### config.mk
export PLATFORM = sky130hd
export DESIGN_NAME = pcp_queue
export DESIGN_NICKNAME = d
export VERILOG_FILES = /design/src/design/pcp_pkg.sv /design/src/design/pcp_queue.sv
export VERILOG_INCLUDE_DIRS = /design/src /design/src/design
export SDC_FILE = /design/constraint.sdc
export NUM_CORES = 1
export LEC_CHECK = 0
export BUFFER_PORTS_ARGS = -buffer_cell sky130_fd_sc_hd__buf_2
export CAP_MARGIN = 0
export CORE_UTILIZATION = 64
export CTS_BUF_LIST = sky130_fd_sc_hd__clkbuf_4 sky130_fd_sc_hd__clkbuf_8
export DETAILED_ROUTE_END_ITERATION = 12
export GPL_TIMING_DRIVEN = 0
export PLACE_DENSITY = 0.87
export SLEW_MARGIN = 10
export SYNTH_ARGS = -nofsm -noshare
export SYNTH_HDL_FRONTEND = slang
export SYNTH_SLANG_ARGS = --single-unit
### constraint.sdc
create_clock -name clk -period 10.18 [get_ports clk]
set_input_delay 0.509 -clock clk [delete_from_list [all_inputs] [get_ports clk]]
set_output_delay 0.509 -clock clk [all_outputs]
set_load 0.02 [all_outputs]
### src/design/polynomial_cam_profile_defines.svh
// Assertion macros for the cam profile block.
`ifndef POLYNOMIAL_CAM_PROFILE_DEFINES_SVH
`define POLYNOMIAL_CAM_PROFILE_DEFINES_SVH
`ifndef SYNTH
`define PCP_ASSERT_IMP(lbl, clk, rstn, a, c) \
  lbl: assert property (@(posedge clk) disable iff (!rstn) (a) |-> (c)) \
    else $error("%m: lbl failed");
`define PCP_ASSERT_NXT(lbl, clk, rstn, a, c) \
  lbl: assert property (@(posedge clk) disable iff (!rstn) (a) |=> (c)) \
    else $error("%m: lbl failed");
`else
`define PCP_ASSERT_IMP(lbl, clk, rstn, a, c)
`define PCP_ASSERT_NXT(lbl, clk, rstn, a, c)
`endif
`endif

### src/design/pcp_pkg.sv
`default_nettype none
package pcp_pkg;
  localparam int OutFracBits = 16;
  localparam int RndShift    = 38 - OutFracBits;
  localparam logic [15:0] FullTurn = 16'd46080;
  localparam int QDepth = 4;
  localparam int QAw    = 2;

  typedef enum logic [1:0] {
    KIND_DWELL = 2'd0,
    KIND_P4567 = 2'd1,
    KIND_P345  = 2'd2
  } kind_t;

  typedef enum logic [1:0] {
    CFG_H1   = 2'd0,
    CFG_H2   = 2'd1,
    CFG_H3   = 2'd2,
    CFG_RATE = 2'd3
  } cfg_idx_t;

  // classified item passed front -> back
  typedef struct packed {
    logic        oor;
    logic [3:0]  seg;
    kind_t       kind;
    logic [15:0] offs;   // angle - start
    logic [13:0] span;
    logic [1:0]  hfrom;
    logic [1:0]  hto;
    logic [4:0]  mult;
  } item_t;

  typedef struct packed {
    logic [15:0] start;
    logic [13:0] span;
    kind_t       kind;
    logic [1:0]  hfrom;
    logic [1:0]  hto;
    logic [4:0]  mult;
  } seg_t;

  function automatic seg_t seg_of(input logic [3:0] i);
    seg_t s;
    s = '0;
    unique case (i)
      4'd0: s = '{16'd0,     14'd7680,  KIND_P4567, 2'd0, 2'd1, 5'd6};
      4'd1: s = '{16'd7680,  14'd3840,  KIND_DWELL, 2'd1, 2'd1, 5'd12};
      4'd2: s = '{16'd11520, 14'd3840,  KIND_P345,  2'd1, 2'd0, 5'd12};
      4'd3: s = '{16'd15360, 14'd11520, KIND_DWELL, 2'd0, 2'd0, 5'd4};
      4'd4: s = '{16'd26880, 14'd2560,  KIND_P345,  2'd0, 2'd2, 5'd18};
      4'd5: s = '{16'd29440, 14'd2560,  KIND_DWELL, 2'd2, 2'd2, 5'd18};
      4'd6: s = '{16'd32000, 14'd2560,  KIND_P345,  2'd2, 2'd3, 5'd18};
      4'd7: s = '{16'd34560, 14'd3840,  KIND_DWELL, 2'd3, 2'd3, 5'd12};
      4'd8: s = '{16'd38400, 14'd3840,  KIND_P345,  2'd3, 2'd0, 5'd12};
      4'd9: s = '{16'd42240, 14'd3840,  KIND_DWELL, 2'd0, 2'd0, 5'd12};
      default: s = '{16'd42240, 14'd3840, KIND_DWELL, 2'd0, 2'd0, 5'd12};
    endcase
    return s;
  endfunction

  function automatic logic signed [15:0] coef(input kind_t k, input logic [1:0] d,
                                             input logic [2:0] i);
    logic signed [15:0] c;
    c = '0;
    if (k == KIND_P4567) begin
      unique case ({d, i})
        5'b00_100: c = 16'sd35;   5'b00_101: c = -16'sd84;
        5'b00_110: c = 16'sd70;   5'b00_111: c = -16'sd20;
        5'b01_011: c = 16'sd140;  5'b01_100: c = -16'sd420;
        5'b01_101: c = 16'sd420;  5'b01_110: c = -16'sd140;
        5'b10_010: c = 16'sd420;  5'b10_011: c = -16'sd1680;
        5'b10_100: c = 16'sd2100; 5'b10_101: c = -16'sd840;
        5'b11_001: c = 16'sd840;  5'b11_010: c = -16'sd5040;
        5'b11_011: c = 16'sd8400; 5'b11_100: c = -16'sd4200;
        default:   c = '0;
      endcase
    end else begin
      unique case ({d, i})
        5'b00_011: c = 16'sd10;   5'b00_100: c = -16'sd15;
        5'b00_101: c = 16'sd6;
        5'b01_010: c = 16'sd30;   5'b01_011: c = -16'sd60;
        5'b01_100: c = 16'sd30;
        5'b10_001: c = 16'sd60;   5'b10_010: c = -16'sd180;
        5'b10_011: c = 16'sd120;
        5'b11_000: c = 16'sd60;   5'b11_001: c = -16'sd360;
        5'b11_010: c = 16'sd360;
        default:   c = '0;
      endcase
    end
    return c;
  endfunction
endpackage
`default_nettype wire

### src/design/pcp_queue.sv
`default_nettype none
`include "polynomial_cam_profile_defines.svh"
// Short FIFO between classifier and datapath.
module pcp_queue import pcp_pkg::*; (
  input  wire    clk,
  input  wire    rst_n,
  input  wire    wr_en,
  input  item_t  wr_data,
  input  wire    rd_en,
  output item_t  rd_data,
  output logic   empty,
  output logic   full
);
  item_t         mem_r [QDepth];
  logic [QAw:0]  wp_r, rp_r;

  assign empty   = (wp_r == rp_r);
  assign full    = (wp_r[QAw] != rp_r[QAw]) && (wp_r[QAw-1:0] == rp_r[QAw-1:0]);
  assign rd_data = mem_r[rp_r[QAw-1:0]];

  always_ff @(posedge clk) begin
    if (!rst_n) begin
      wp_r <= '0;
      rp_r <= '0;
    end else begin
      if (wr_en && !full) wp_r <= wp_r + 1'b1;
      if (rd_en && !empty) rp_r <= rp_r + 1'b1;
    end
    if (wr_en && !full) mem_r[wp_r[QAw-1:0]] <= wr_data;
  end

  `PCP_ASSERT_IMP(a_no_ovf, clk, rst_n, full, !wr_en || rd_en)
  `PCP_ASSERT_NXT(a_fill, clk, rst_n, wr_en && !rd_en && !full, !empty)
  `PCP_ASSERT_IMP(a_exclusive, clk, rst_n, 1'b1, !(full && empty))
endmodule
`default_nettype wire

# Word-level counts from Yosys, hierarchy flattened
# Memories as Yosys holds them, arrays and structs flattened. A register that Yosys moved wholly into a read port is not among the register bits.
# Index checks and enable logic that the tools add are counted.
# op_classes
reduce_logical	5
n_eq_ne	3
mux	4
addsub	2
# op_table
operator	count
3-bit by 1-bit adder with 3-bit output, second input constant	2
2-bit 2-to-1 mux	2
3-bit == test	1
1-bit logical AND	3
2-bit == test	1
1-bit logical NOT	2
1-bit 2-to-1 mux	2
1-bit != test	1
# word_totals
elab_cells	17
reg_bits	6
memories	1
ram_bits	184
in_bits	50
# memory_table
memory	words	word_bits	rd	rd_ports_with_merged_regs	write_ports	line	rtl
mem_r	4	46	1	1	1	pcp_queue.sv:14	item_t mem_r [QDepth];

# Logic depth before layout (Yosys ltp)
# depth
word_depth	6
mapped_depth	5
depth_no_buf	4

# Least setup slack after synthesis
# Ideal clock, no wire load.
# synth_timing
kind	register to register
start	reg wp_r[0]
end	mem mem_r[3][0] (netlist bit), enable pin
setup_time_ns	0.449
arrival_time_ns	2.989
slack_ns	6.741
stages_incl_launch_ff	4
required_ns	9.731
path_buffers	0
synth_period_minus_slack_ns	3.439
cell_sequence	dfxtp_1 xor2_1 nor3_1 nor2_1
# synth_between
elab_chain_cells	6
# synth_rtl
element	line	rtl
start, declared	pcp_queue.sv:15	logic [QAw:0] wp_r, rp_r;
start signal, assigned	pcp_queue.sv:26	if (wr_en && !full) wp_r <= wp_r + 1'b1;
2-bit == test	pcp_queue.sv:18	assign full = (wp_r[QAw] != rp_r[QAw]) && (wp_r[QAw-1:0] == rp_r[QAw-1:0]);
1-bit logical AND	pcp_queue.sv:18	
named net full	pcp_queue.sv:12	output logic full
1-bit logical NOT	pcp_queue.sv:29	if (wr_en && !full) mem_r[wp_r[QAw-1:0]] <= wr_data;
1-bit logical AND	pcp_queue.sv:29	
1-bit 2-to-1 mux	pcp_queue.sv:29	
1-bit 2-to-1 mux (implied by the code)	pcp_queue.sv:29	
end, declared	pcp_queue.sv:14	
# The timed path passes the listed nets, and every way through them passes these cells.

==> qor.txt <==
Result of the run = completed
Fin Hold WS = 0.278 ns
RSZ-0062 raised after global routing = no
RR Startpoint = wp_r[0]$_SDFFE_PN0P_
Worst slack at placement = 7.75 ns
DP HPWL = 7.39 mm
Top-count cell post-synth = edfxtp_1
Final Power = 2.10 mW
CTS H-tree lvls = 4
Post-synth EDFFs = 184
Worst Max-Slew Pin Slew = 0.806 ns
Synthesized area = 7180 µm²
Reg2reg path depth = 4
PortBufs = 97
Rel. slew slack = 46.1%
Fillers = 604
Register Area = 5690 µm²
F_max = 378 MHz
Layout cells sized above 1 = 43.1%
Final count of pins violating max slew = 0
Yosys reg bits = 192
Pre-antenna DRT Iters = 4
Endpoints failing hold = 0
Largest net degree at the start of global routing = 28
DRT iter0 DRCs = 206
Setup crit start kind = flop
CORE AREA = 10,900 µm²
Diode count = 0
CP endpoint kind = primary output
CP Class = reg2out
Setup_tns = 0 ns
Hold Path Sink = mem_r[0][27]$_DFFE_PP_
Syn_area_per_cell = 23.3 µm²
Die ar. = 11,700 µm²
R2R Path End = mem_r[3][24]$_DFFE_PP_
Finished Core Util = 76.5%
Longest Clk Path Bufs = 2
Grt total ovfl = 0
Area delta synth->final = 15.9%
Leak = 2.83 nW
Post-synthesis cell count = 308
Site Rows = 38
Postcts setup bufs = 0
TritonCTS Buffers = 17
Setup slack, reg-to-reg = 7.74 ns
Global-route usage over all layers = 21.8%
Cells on Worst Hold Path = 1
Synthesized net count = 363
Synth warn = 0
Clock skew = 0.0118 ns
Pwr/cell area = 253 nW/µm²
Via count = 3,431
Routed length per instance = 20.3 µm
# DRC = 0
Vias per std cell = 5.91
Antenna Nets Post-Route = 0
Min Tclk post-route = 2.65 ns
First-pass GRT wire length = 18.1 mm
Die X = 108 µm
Gpl congestion = 0.907
Area of the multi-input gates = 1420 µm²
Critical path arrival = 2.14 ns
CP required = 9.67 ns
Synth cell count leaders = edfxtp_1, mux4_2, dfxtp_1
Synth Flop Type = edfxtp_1
CTS tree = yes
Post-layout nets = 483
Cts hold-fix bufs = 0
Initial antenna violation count = 1
Later-pin clock latency in the skew report = 0.44 ns
Max-cap viol count = 0
Area share of the largest cell type after synthesis = 76.9%
Clk root buf = clkbuf_8
Number of global-route vias before repair = 3,574
Starting density of the core = 66.0%
I/O pins = 98
Largest fanout on the critical path = 10
Worst Hold Class = in2reg
Final WL = 11.8 mm
VDD IR max = 0.176 mV
Final setup violation count = 0
Ys async rst share = 0%
Yosys cell types = 30
Register area share after synthesis = 79.1%
Top cells by area, synth = edfxtp_1, mux4_2, dfxtp_1
Final Cycle Share = 26.0%
Critical hold path startpoint = wr_data[27]
Clk pin slew, worst setup/hold paths = 0.09 ns
Post-CTS Resized = 0
Die Y = 108 µm
Fin worst setup slack = 7.53 ns
Clock sinks = 192
Cell taking the most area after synthesis = edfxtp_1
-- area by class of cell --
type / count / area share, %
plain buffers: 12 / 0.796
flip-flops and latches: 192 / 68.3
inverters: 5 / 0.225
clock inverters: 10 / 1.37
well taps: 140 / 2.10
multi-input cells: 99 / 17.1
repair buffers: 101 / 6.79
clock buffers: 22 / 3.34
-- power breakdown --
part	leakage [nW]	internal [mW]	switching (mW)	total [mW]
clock	0.194	0.235	0.243	0.477
combinational	0.877	0.238	0.355	0.593
sequential	1.76	1.00	0.0319	1.03
-- stage by stage --
stage               instance area [µm²]  std cells
floorplan                          7180        308
global placement                   7840        545
detailed placement                 7940        549
CTS                                8330        581
global route                       8330        581
finish                             8330        581
-- flip-flops by register name, summed over array words and instances, names as in the netlist, named ones only --
name   flops
mem_r    184
rp_r       3
wp_r       3
-- placed cells by master, fill, tap and decap left out, types with 3 or more instances in the layout --
| master | n |
|---|---|
| xnor2_1 | 3 |
| nand3_1 | 3 |
| nor3_1 | 4 |
| mux4_2 | 46 |
| a211o_1 | 4 |
| buf_2 | 101 |
| ha_1 | 5 |
| clkbuf_4 | 5 |
| buf_1 | 4 |
| edfxtp_1 | 184 |
| nand2_1 | 3 |
| clkinvlp_4 | 3 |
| nand3b_1 | 4 |
| buf_12 | 4 |
| dfxtp_1 | 8 |
| and2_2 | 3 |
| clkbuf_8 | 18 |
| inv_1 | 5 |
| o21ai_0 | 4 |
| xor2_1 | 3 |
-- logic make-up after synthesis --
logic type / Yosys count / share of synthesized area (%)
mux: 46 / 14.4
fa+ha+maj: 5 / 0.871
xor+xnor: 6 / 0.732
buf+inv: 17 / 1.18
simple gates: 24 / 1.88
compound gates: 18 / 1.76
flops: 192 / 79.1
-- critical path: stages, from the launching register on --
cell	delay, ns
dfxtp_1	0.31
clkbuf_2	0.26
buf_1	0.53
mux4_2	0.41
buf_2	0.18
-- worst max-delay path by stage --
stage	start	to	cells past startpoint
4_1_cts	flop	rd_data[8]	4
5_1_grt	flop	rd_data[14]	4
2_1_floorplan	wp_r[0]$_SDFFE_PN0P_	mem_r[3][0]$_DFFE_PP_	3
6_report	flop	rd_data[26]	4
3_3_place_gp	wp_r[0]$_SDFFE_PN0P_	mem_r[3][15]$_DFFE_PP_	3
3_5_place_dp	wp_r[0]$_SDFFE_PN0P_	mem_r[3][15]$_DFFE_PP_	4
-- routing by layer --
layer	part of all wire (%)	vias to the layer above	GRT usage, %
met5	0.068	-	0
met2	52	114	36.6
li1	-	1541	-
met4	0.91	2	6.46
met3	6.4	16	6.51
met1	41	1758	27.7
(Power assumes the default switching activity.)
