<file path="config.mk">
export PLATFORM = sky130hd
export DESIGN_NAME = pcp_front
export DESIGN_NICKNAME = d
export VERILOG_FILES = /design/src/design/polynomial_cam_profile_defines.svh /design/src/design/pcp_pkg.sv /design/src/design/pcp_front.sv
export SDC_FILE = /design/constraint.sdc
export NUM_CORES = 1
export LEC_CHECK = 0
export ABC_CLOCK_PERIOD_IN_PS = 4400
export BUFFER_PORTS_ARGS = -buffer_cell sky130_fd_sc_hd__buf_2
export CORE_ASPECT_RATIO = 0.9
export CORE_MARGIN = 2
export CORE_UTILIZATION = 30
export CTS_BUF_LIST = sky130_fd_sc_hd__clkbuf_8
export DETAILED_ROUTE_END_ITERATION = 10
export PLACE_DENSITY = 0.6
export SYNTH_ARGS = -nofsm -noshare
export SYNTH_HDL_FRONTEND = slang
export SYNTH_SLANG_ARGS = --single-unit
</file>
<file path="constraint.sdc">
create_clock -name clk -period 4.4 [get_ports clk]
set_input_delay 0.88 -clock clk [delete_from_list [all_inputs] [get_ports clk]]
set_output_delay 0.88 -clock clk [all_outputs]
set_load 0.01 [all_outputs]
</file>
<file path="src/design/polynomial_cam_profile_defines.svh">
// Assertion macros for the cam profile block.
`ifndef POLYNOMIAL_CAM_PROFILE_DEFINES_SVH
`define POLYNOMIAL_CAM_PROFILE_DEFINES_SVH
`ifndef SYNTH
`define PCP_ASSERT_IMP(lbl, clk, rstn, a, c) \
  lbl: assert property (@(posedge clk) disable iff (!rstn) (a) |-> (c)) \
    else $error("%m: lbl failed");
`define PCP_ASSERT_NXT(lbl, clk, rstn, a, c) \
  lbl: assert property (@(posedge clk) disable iff (!rstn) (a) |=> (c)) \
    else $error("%m: lbl failed");
`else
`define PCP_ASSERT_IMP(lbl, clk, rstn, a, c)
`define PCP_ASSERT_NXT(lbl, clk, rstn, a, c)
`endif
`endif

</file>
<file path="src/design/pcp_pkg.sv">
`default_nettype none
package pcp_pkg;
  localparam int OutFracBits = 16;
  localparam int RndShift    = 38 - OutFracBits;
  localparam logic [15:0] FullTurn = 16'd46080;
  localparam int QDepth = 4;
  localparam int QAw    = 2;

  typedef enum logic [1:0] {
    KIND_DWELL = 2'd0,
    KIND_P4567 = 2'd1,
    KIND_P345  = 2'd2
  } kind_t;

  typedef enum logic [1:0] {
    CFG_H1   = 2'd0,
    CFG_H2   = 2'd1,
    CFG_H3   = 2'd2,
    CFG_RATE = 2'd3
  } cfg_idx_t;

  // classified item passed front -> back
  typedef struct packed {
    logic        oor;
    logic [3:0]  seg;
    kind_t       kind;
    logic [15:0] offs;   // angle - start
    logic [13:0] span;
    logic [1:0]  hfrom;
    logic [1:0]  hto;
    logic [4:0]  mult;
  } item_t;

  typedef struct packed {
    logic [15:0] start;
    logic [13:0] span;
    kind_t       kind;
    logic [1:0]  hfrom;
    logic [1:0]  hto;
    logic [4:0]  mult;
  } seg_t;

  function automatic seg_t seg_of(input logic [3:0] i);
    seg_t s;
    s = '0;
    unique case (i)
      4'd0: s = '{16'd0,     14'd7680,  KIND_P4567, 2'd0, 2'd1, 5'd6};
      4'd1: s = '{16'd7680,  14'd3840,  KIND_DWELL, 2'd1, 2'd1, 5'd12};
      4'd2: s = '{16'd11520, 14'd3840,  KIND_P345,  2'd1, 2'd0, 5'd12};
      4'd3: s = '{16'd15360, 14'd11520, KIND_DWELL, 2'd0, 2'd0, 5'd4};
      4'd4: s = '{16'd26880, 14'd2560,  KIND_P345,  2'd0, 2'd2, 5'd18};
      4'd5: s = '{16'd29440, 14'd2560,  KIND_DWELL, 2'd2, 2'd2, 5'd18};
      4'd6: s = '{16'd32000, 14'd2560,  KIND_P345,  2'd2, 2'd3, 5'd18};
      4'd7: s = '{16'd34560, 14'd3840,  KIND_DWELL, 2'd3, 2'd3, 5'd12};
      4'd8: s = '{16'd38400, 14'd3840,  KIND_P345,  2'd3, 2'd0, 5'd12};
      4'd9: s = '{16'd42240, 14'd3840,  KIND_DWELL, 2'd0, 2'd0, 5'd12};
      default: s = '{16'd42240, 14'd3840, KIND_DWELL, 2'd0, 2'd0, 5'd12};
    endcase
    return s;
  endfunction

  function automatic logic signed [15:0] coef(input kind_t k, input logic [1:0] d,
                                             input logic [2:0] i);
    logic signed [15:0] c;
    c = '0;
    if (k == KIND_P4567) begin
      unique case ({d, i})
        5'b00_100: c = 16'sd35;   5'b00_101: c = -16'sd84;
        5'b00_110: c = 16'sd70;   5'b00_111: c = -16'sd20;
        5'b01_011: c = 16'sd140;  5'b01_100: c = -16'sd420;
        5'b01_101: c = 16'sd420;  5'b01_110: c = -16'sd140;
        5'b10_010: c = 16'sd420;  5'b10_011: c = -16'sd1680;
        5'b10_100: c = 16'sd2100; 5'b10_101: c = -16'sd840;
        5'b11_001: c = 16'sd840;  5'b11_010: c = -16'sd5040;
        5'b11_011: c = 16'sd8400; 5'b11_100: c = -16'sd4200;
        default:   c = '0;
      endcase
    end else begin
      unique case ({d, i})
        5'b00_011: c = 16'sd10;   5'b00_100: c = -16'sd15;
        5'b00_101: c = 16'sd6;
        5'b01_010: c = 16'sd30;   5'b01_011: c = -16'sd60;
        5'b01_100: c = 16'sd30;
        5'b10_001: c = 16'sd60;   5'b10_010: c = -16'sd180;
        5'b10_011: c = 16'sd120;
        5'b11_000: c = 16'sd60;   5'b11_001: c = -16'sd360;
        5'b11_010: c = 16'sd360;
        default:   c = '0;
      endcase
    end
    return c;
  endfunction
endpackage
`default_nettype wire

</file>
<file path="src/design/pcp_front.sv">
`default_nettype none
// Front: range check and segment lookup, one item per cycle.
module pcp_front import pcp_pkg::*; (
  input  wire         clk,
  input  wire         rst_n,
  input  wire         start,
  input  wire  [15:0] in_cam_angle,
  output logic        vld_r,
  output item_t       itm_r
);
  logic [3:0] idx;
  seg_t       sg;
  item_t      itm_nxt;

  always_comb begin
    idx = '0;
    for (int i = 1; i < 10; i++)
      if (in_cam_angle >= seg_of(4'(i)).start) idx = 4'(i);
    sg = seg_of(idx);
    itm_nxt = '0;
    if (in_cam_angle > FullTurn) begin
      itm_nxt.oor  = 1'b1;
      itm_nxt.kind = KIND_DWELL;
    end else begin
      itm_nxt.seg   = idx;
      itm_nxt.kind  = sg.kind;
      itm_nxt.offs  = in_cam_angle - sg.start;
      itm_nxt.span  = sg.span;
      itm_nxt.hfrom = sg.hfrom;
      itm_nxt.hto   = sg.hto;
      itm_nxt.mult  = sg.mult;
    end
  end

  always_ff @(posedge clk) begin
    if (!rst_n) vld_r <= 1'b0;
    else        vld_r <= start;
    itm_r <= itm_nxt;
  end
endmodule
`default_nettype wire

</file>
* Yosys cells after proc, flatten, opt, wreduce, memory -nomap -nowiden
Memories as Yosys holds them, arrays and structs flattened.
Cells that the tools add are included.
** Operators by class
- $add $sub $neg :: 1
- Magnitude comparators :: 10
- Muxes and demuxes :: 10
** Operator list (number)
- 16-bit by 15-bit >= comparator with 1-bit output, second input constant :: 3
- 16-bit >= comparator, second input constant :: 3
- 16-bit by 14-bit >= comparator with 1-bit output, second input constant :: 2
- 4-bit two-way mux :: 8
- 16-bit by 13-bit >= comparator with 1-bit output, second input constant :: 1
- 16-bit greater-than comparator, second input constant :: 1
- 16-bit subtractor :: 1
- 1-bit two-way mux :: 2
** Word-level totals
- Register bits after elaboration :: 47
- Logic and storage cells :: 31
- ROM bits :: 368
- Memories :: 1
** Memory list
- (name not given) :: words 16, bits a word 23, rd ports 1, clocked after memory_dff 0, write ports 0, RTL line pcp_pkg.sv:46 : unique case (i)

* Logic depth before layout (Yosys ltp)
Gate-level depths: netlist (run 1).
An unclocked memory read counts as a cell.
- Depth after elaboration :: 12
- Gate-level depth with buffers :: 18

* Worst setup path before layout (run 1)
No wires, ideal clock.
- Path kind :: in2reg
- Start point :: input port in_cam_angle[12]
- End point :: register itm_r[37] (netlist name)
- Arrival time :: 3.848 ns
- Cell stages on the path :: 17
- Setup time :: 0.118 ns
- Setup slack :: 0.435 ns
- Required time :: 4.282 ns
- Cell sequence :: or4_4 -> a31oi_4 -> buf_6 -> o21ai_2 -> a21oi_2 -> inv_2 -> ha_1 -> nand2_1 -> o21a_1 -> ha_1 -> inv_1 -> fa_1 -> a211oi_1 -> o21ai_0 -> a21oi_1 -> xor2_1 -> nor2_1
** On the way
- Elaborated cells between the ends (all ways) :: 21
- Those cells by class :: add/sub: 1; order compare: 10; mux: 9; memory: 1
** RTL lines
- from (decl) :: RTL line pcp_front.sv:7 : input wire [15:0] in_cam_angle,
- 16-bit by 14-bit >= comparator with 1-bit output :: RTL line pcp_front.sv:18 : if (in_cam_angle >= seg_of(4'(i)).start) idx = 4'(i);
- 4-bit two-way mux (7 in series) :: RTL line pcp_front.sv:18
- 4-bit two-way mux * :: RTL line pcp_front.sv:18
- via idx[1] :: RTL line pcp_front.sv:11 : logic [3:0] idx;
- memory read 16 x 23 bit *
- 16-bit subtractor * :: RTL line pcp_front.sv:27 : itm_nxt.offs = in_cam_angle - sg.start;
- to (signal assigned) :: RTL line pcp_front.sv:38 : itm_r <= itm_nxt;
- to (decl) :: RTL line pcp_front.sv:9 : output item_t itm_r
Mark *: on every way through the listed nets, which the timed path passes. The rest lies on a longest branch.
A chain may end at the register's enable or synchronous reset.

* Worst setup path in the final report (run 1)
- Start point :: input port in_cam_angle[12]
- End point :: register itm_r[36] (netlist name)
** On the way
- Cells in the longest elaborated chain, start to end :: 12
- Elaborated cells between the ends (all ways) :: 21
- Those cells by class :: add/sub: 1; order compare: 10; mux: 9; memory: 1
** Ends and longest elaborated chain (RTL line)
- 16-bit by 13-bit >= comparator with 1-bit output :: pcp_front.sv:18
- 1-bit two-way mux :: pcp_front.sv:18
- 4-bit two-way mux (7 in series) :: pcp_front.sv:18
- 4-bit two-way mux * :: pcp_front.sv:18
- via idx[0] :: pcp_front.sv:11
- memory read 16 x 23 bit *
- 16-bit subtractor * :: pcp_front.sv:27
Marks and branches as above.

==> impl_metrics.toml, run 1 <==
[outcome]
status = "finished clean"

[setup_path]
critPathArrivalTime_ns = 4.13
start_kind = "primary input"
crit_fanout = 9
worst_setup_path_end_kind = "flop"
worstPathRequired_ns = 4.60
crit_type = "in2reg"

[floorplanning]
die_y_um = 78.0
coreArea_um2 = 5760
rows = 26
die_x_um = 86.2
design.die.area_um2 = 6720
ios = 66
start_util_pct = 31.7

[placed_design]
place.gp.congestion = 0.787
portBuffers = 56
pre_cts_ws_ns = 0.154
placed_cells = 316
postPlaceCellArea_um2 = 2140
hpwl_mm = 3.17

[yosys]
yosysUniqueCellTypes = 52
yosysWarnings = 0
yosysTopAreaCell = "dfxtp_1"
synth-main-ff-cell = "dfxtp_1"
avgSynthCellArea_um2 = 9.40
synth_top_area_share_pct = 39.5
netlist_area_um2 = 1820
synth.yosys.seq_area_share_pct = 39.5
async_flop_share_pct = 0
yosys-top-cells-area = "dfxtp_1, ha_1, buf_4"
synth-edff-count = 0
ys_ff_latch = 36
synthCells = 194

[layout]
final_core_util_pct = 38.7
layout-drive-gt1-share_pct = 33.5
nFillCells = 599
fin_cells = 324
mostFrequentLayoutCell = "buf_2"
seqCellArea_um2 = 721
fin_area_um2 = 2230
fin_nets = 287
multi_input_area_um2 = 985
antennaDiodeCount = 0
area_growth_pct = 22.2
layout_common_cells = "buf_2, dfxtp_1, nor2_1"

[global_route]
grt_pass1_wl_mm = 6.69
met3_usage_pct = 3.19
antenna_found_initial = 0
met1_usage_pct = 17.9
busiest_layer = "met2"
gr-total-overflow = 0
grt_pass1_vias = 1406
use_met2_pct = 18.7
grt.total_usage_pct = 12.8
grt_max_degree = 18

[clock_tree]
post_cts_buffers = 0
cts_max_level = 2
ctsRootBufferMaster = "clkbuf_8"
clockBufferDepth = 2
cts_tree = "done"
cts_resized = 0
cts_hold_buf = 0
clk_pin_slew_ns = 0.08
cts.sinks = 36
cts-buffers-inserted = 5

[drt]
firstDrtPassIters = 4
via_count = 1541
dr.first_iter.drc_count = 99
antenna_left = 0
drt_wl_total_mm = 4.11
drc = 0
route.detailed.wl_per_inst_um = 12.7
via_per_inst = 4.76

[timing]
tns_ns = 0
period_share_pct = 89.5
min_period_ns = 3.94
max_freq_mhz = 254
worst_hold_slack_ns = 0.776
rsz0062_at_grt = "no"
slew_viol_final = 0
finalSetupViolations = 0
final_hold_viol_count = 0
setup_ws_ns = 0.461

[power]
power_switching_mw = 0.271
totalPowerFinal_mw = 0.849
power_leakage_nw = 1.06
power_frac_seq_pct = 44.2
p_per_area_nw_per_um2 = 381
comb_power_share_pct = 28.0
p_clk_share_pct = 27.7
power.internal_mw = 0.578
p_sw_share_pct = 31.9
vdd_drop_max_uv = 117

[run]
drv_cap = 0

[min_path]
holdPathStages = 2
hold_path.class = "in2reg"
[cells in the mapped netlist, drive strengths merged (2+ instances only)]
| master | count |
|---|---|
| dfxtp | 36 |
| nor2 | 25 |
| ha | 14 |
| and2 | 13 |
| buf | 13 |
| o21ai | 11 |
| inv | 10 |
| a21oi | 7 |
| nor3 | 6 |
| a211oi | 5 |
| nand2 | 4 |
| nand3 | 4 |
| clkbuf | 3 |
| nand4 | 3 |
| nor4 | 3 |
| o21a | 3 |
| a211o | 2 |
| a21boi | 2 |
| a31oi | 2 |
| o211a | 2 |
| o31ai | 2 |
| or2 | 2 |
| or4 | 2 |
| xnor2 | 2 |
[worst max-delay path, cell delays in order]
cell and delay, ns:
buf_2 0.15, or2_1 0.33, o41ai_1 0.37, o31ai_1 0.18, o21ai_2 0.31, inv_1 0.13, ha_1 0.21, a22o_1 0.19
a21oi_1 0.24, ha_1 0.28, nor2b_1 0.14, o31a_1 0.28, o21ai_0 0.22, a211o_1 0.16, nand2_1 0.04
[routing by layer]
layer	up-vias	share of wire [%]
met2	50	43
met1	703	49
met4	0	1.8
li1	781	-
met5	-	0
met3	7	6.7
[cells by family (layout without fill, tap and decap cells)]
group | count (synthesis) | in the layout | synth area share [%]
adders and majority gates | 15 | 15 | 10.7
DFF | 36 | 36 | 39.5
and+or+nand+nor | 67 | 67 | 20.0
AOI/OAI and AO/OA | 46 | 46 | 20.0
other | 1 | 9 | 0.206
xor gates and xnor gates | 3 | 3 | 1.44
buffers and inverters | 26 | 78 | 8.10
[final timing paths]
kind	start	slack, ns	to
max	in_cam_angle[12]	0.46	itm_r[36]
min	start	0.78	vld_r
[sequential cells by signal (all words and copies together) (netlist names)]
signal	flops
itm_r	35
vld_r	1
[area by class of cell]
type,instances,share of cell area [%]
multi-input cells,140,44.2
flip-flops and latches,36,32.3
repair buffers,60,13.9
well taps,70,3.93
clock buffers,5,3.09
inverters,10,1.68
clock inverters,3,0.842
[power groups by stage]
stage	clock, mW	sequential [mW]	combinational, mW
2_1_floorplan	0	0.408	0.137
3_3_place_gp	0	0.384	0.239
4_1_cts	0.243	0.376	0.240
6_report	0.235	0.375	0.238
5_1_grt	0.261	0.380	0.266
3_5_place_dp	0	0.384	0.239
(Power assumes the default switching activity.)
==> inputs of run 2 (changes only) <==
- ABC_CLOCK_PERIOD_IN_PS: 4400 -> 4210
- clock period: 4.4 -> 4.21 ns (I/O delays scaled with it)
==> impl_metrics.toml, run 2 (same netlist as run 1, synthesis figures left out) <==
[timing]
min_period_ns = 3.93
tns_ns = 0
max_freq_mhz = 255
period_share_pct = 93.3
rsz0062_at_grt = "no"
slew_viol_final = 0
setup_ws_ns = 0.284
final_hold_viol_count = 0
worst_hold_slack_ns = 0.752
finalSetupViolations = 0

[layout]
fin_nets = 290
mostFrequentLayoutCell = "buf_2"
largest-register = "itm_r"
antennaDiodeCount = 0
layout-drive-gt1-share_pct = 34.2
multi_input_area_um2 = 985
largest_register_ff_count = 35
top_regs = "itm_r: 35 flops, vld_r: 1 flops"
seqCellArea_um2 = 721
nFillCells = 591
area_growth_pct = 24.0
layout_common_cells = "buf_2, dfxtp_1, nor2_1"

[power]
p_per_area_nw_per_um2 = 405
vdd_drop_max_uv = 145
power_leakage_nw = 1.07

[setup_path]
crit_type = "in2reg"
worstPathRequired_ns = 4.39
start_kind = "primary input"
cp_cell_sequence = "buf_2, or4_4, a31o_4, a31oi_4, o21ai_2, ha_1, nand2_1, o21a_1, ha_1, inv_1, fa_1, a211oi_1, o21ai_0, a21oi_1, xor2_1, nor2_1"
worst_setup_path_end_kind = "flop"
critPathArrivalTime_ns = 4.10
crit_fanout = 9
slowest_stage = "or4_4"
slowest_delay_ns = 0.59
cp_common_cell = "ha_1"

[drt]
via_count = 1558
antenna_left = 0
drt_wl_total_mm = 4.34
route.detailed.wl_per_inst_um = 13.3
firstDrtPassIters = 4
via_per_inst = 4.76
drc = 0
dr.first_iter.drc_count = 114

[floorplanning]
rows = 26
die_x_um = 86.2
die_y_um = 78.0
start_util_pct = 31.7
ios = 66
coreArea_um2 = 5760
design.die.area_um2 = 6720

[global_route]
grt_pass1_wl_mm = 7.00
antenna_found_initial = 0
gr-total-overflow = 0
grt.total_usage_pct = 13.1
grt_pass1_vias = 1455
grt_max_degree = 18

[min_path]
hold_path.class = "in2reg"

[clock_tree]
cts_tree = "done"
post_cts_buffers = 0
clockBufferDepth = 2
cts_max_level = 2
cts.sinks = 36
cts-buffers-inserted = 5
ctsRootBufferMaster = "clkbuf_8"
cts_resized = 0
cts_hold_buf = 0
clk_pin_slew_ns = 0.07

[placed_design]
pre_cts_ws_ns = 0.0251
portBuffers = 56
place.gp.congestion = 0.827
hpwl_mm = 3.26

[outcome]
status = "finished clean"

[run]
drv_cap = 0
run 2: cell types whose count changed in the layout (fill, tap and decap cells not counted), sizes merged:
cell    before  now
buf         60   63
clkbuf       5    6
clkinv       3    1
inv         10   11
run 2: path summary, 6_finish.rpt:
path | to | cells past startpoint | from
worst max-delay path | itm_r[37] | 16 | in_cam_angle[12]
worst min-delay path | vld_r | 2 | start
run 2: through the flow:
step                      instances  power (mW)  util (%)  instance area (um^2)
final                           327       0.916      39.2                  2260
after global routing            327       0.976      39.2                  2260
after CTS                       327       0.925      39.2                  2260
after detailed placement        319       0.653      37.6                  2160
after global placement          319       0.653      37.6                  2160
after floorplan                 202       0.570         -                  1850
run 2: final cells by class:
type	instances	share of cell area, %
Clock buffer	6	3.65
Clock inverter	2	0.609
Inverter	10	1.66
Multi-Input combinational cell	140	43.6
Sequential cell	36	31.9
Tap cell	70	3.88
Timing Repair Buffer	63	14.7
run 2: routing by layer:
layer	routed length, um	track usage (%)	vias up
li1	-	-	787
met1	2110	18.1	713
met2	1970	20.1	52
met3	224	3.09	6
met4	38	4.22	0
met5	0	0	-
run 2: where the power goes:
group | switching [mW] | internal [mW] | leakage, nW
clock | 0.136 | 0.134 | 0.0516
combinational | 0.146 | 0.108 | 0.720
sequential | 0.00905 | 0.384 | 0.302
run 2: critical path: cells and delay by family:
family,cells,cell delay (ns)
AND/OR/NAND/NOR,3,0.73
XOR/XNOR,1,0.15
buffers and inverters,2,0.20
AO/OA/AOI/OAI,7,1.37
adder cells (fa/ha/maj),3,0.80
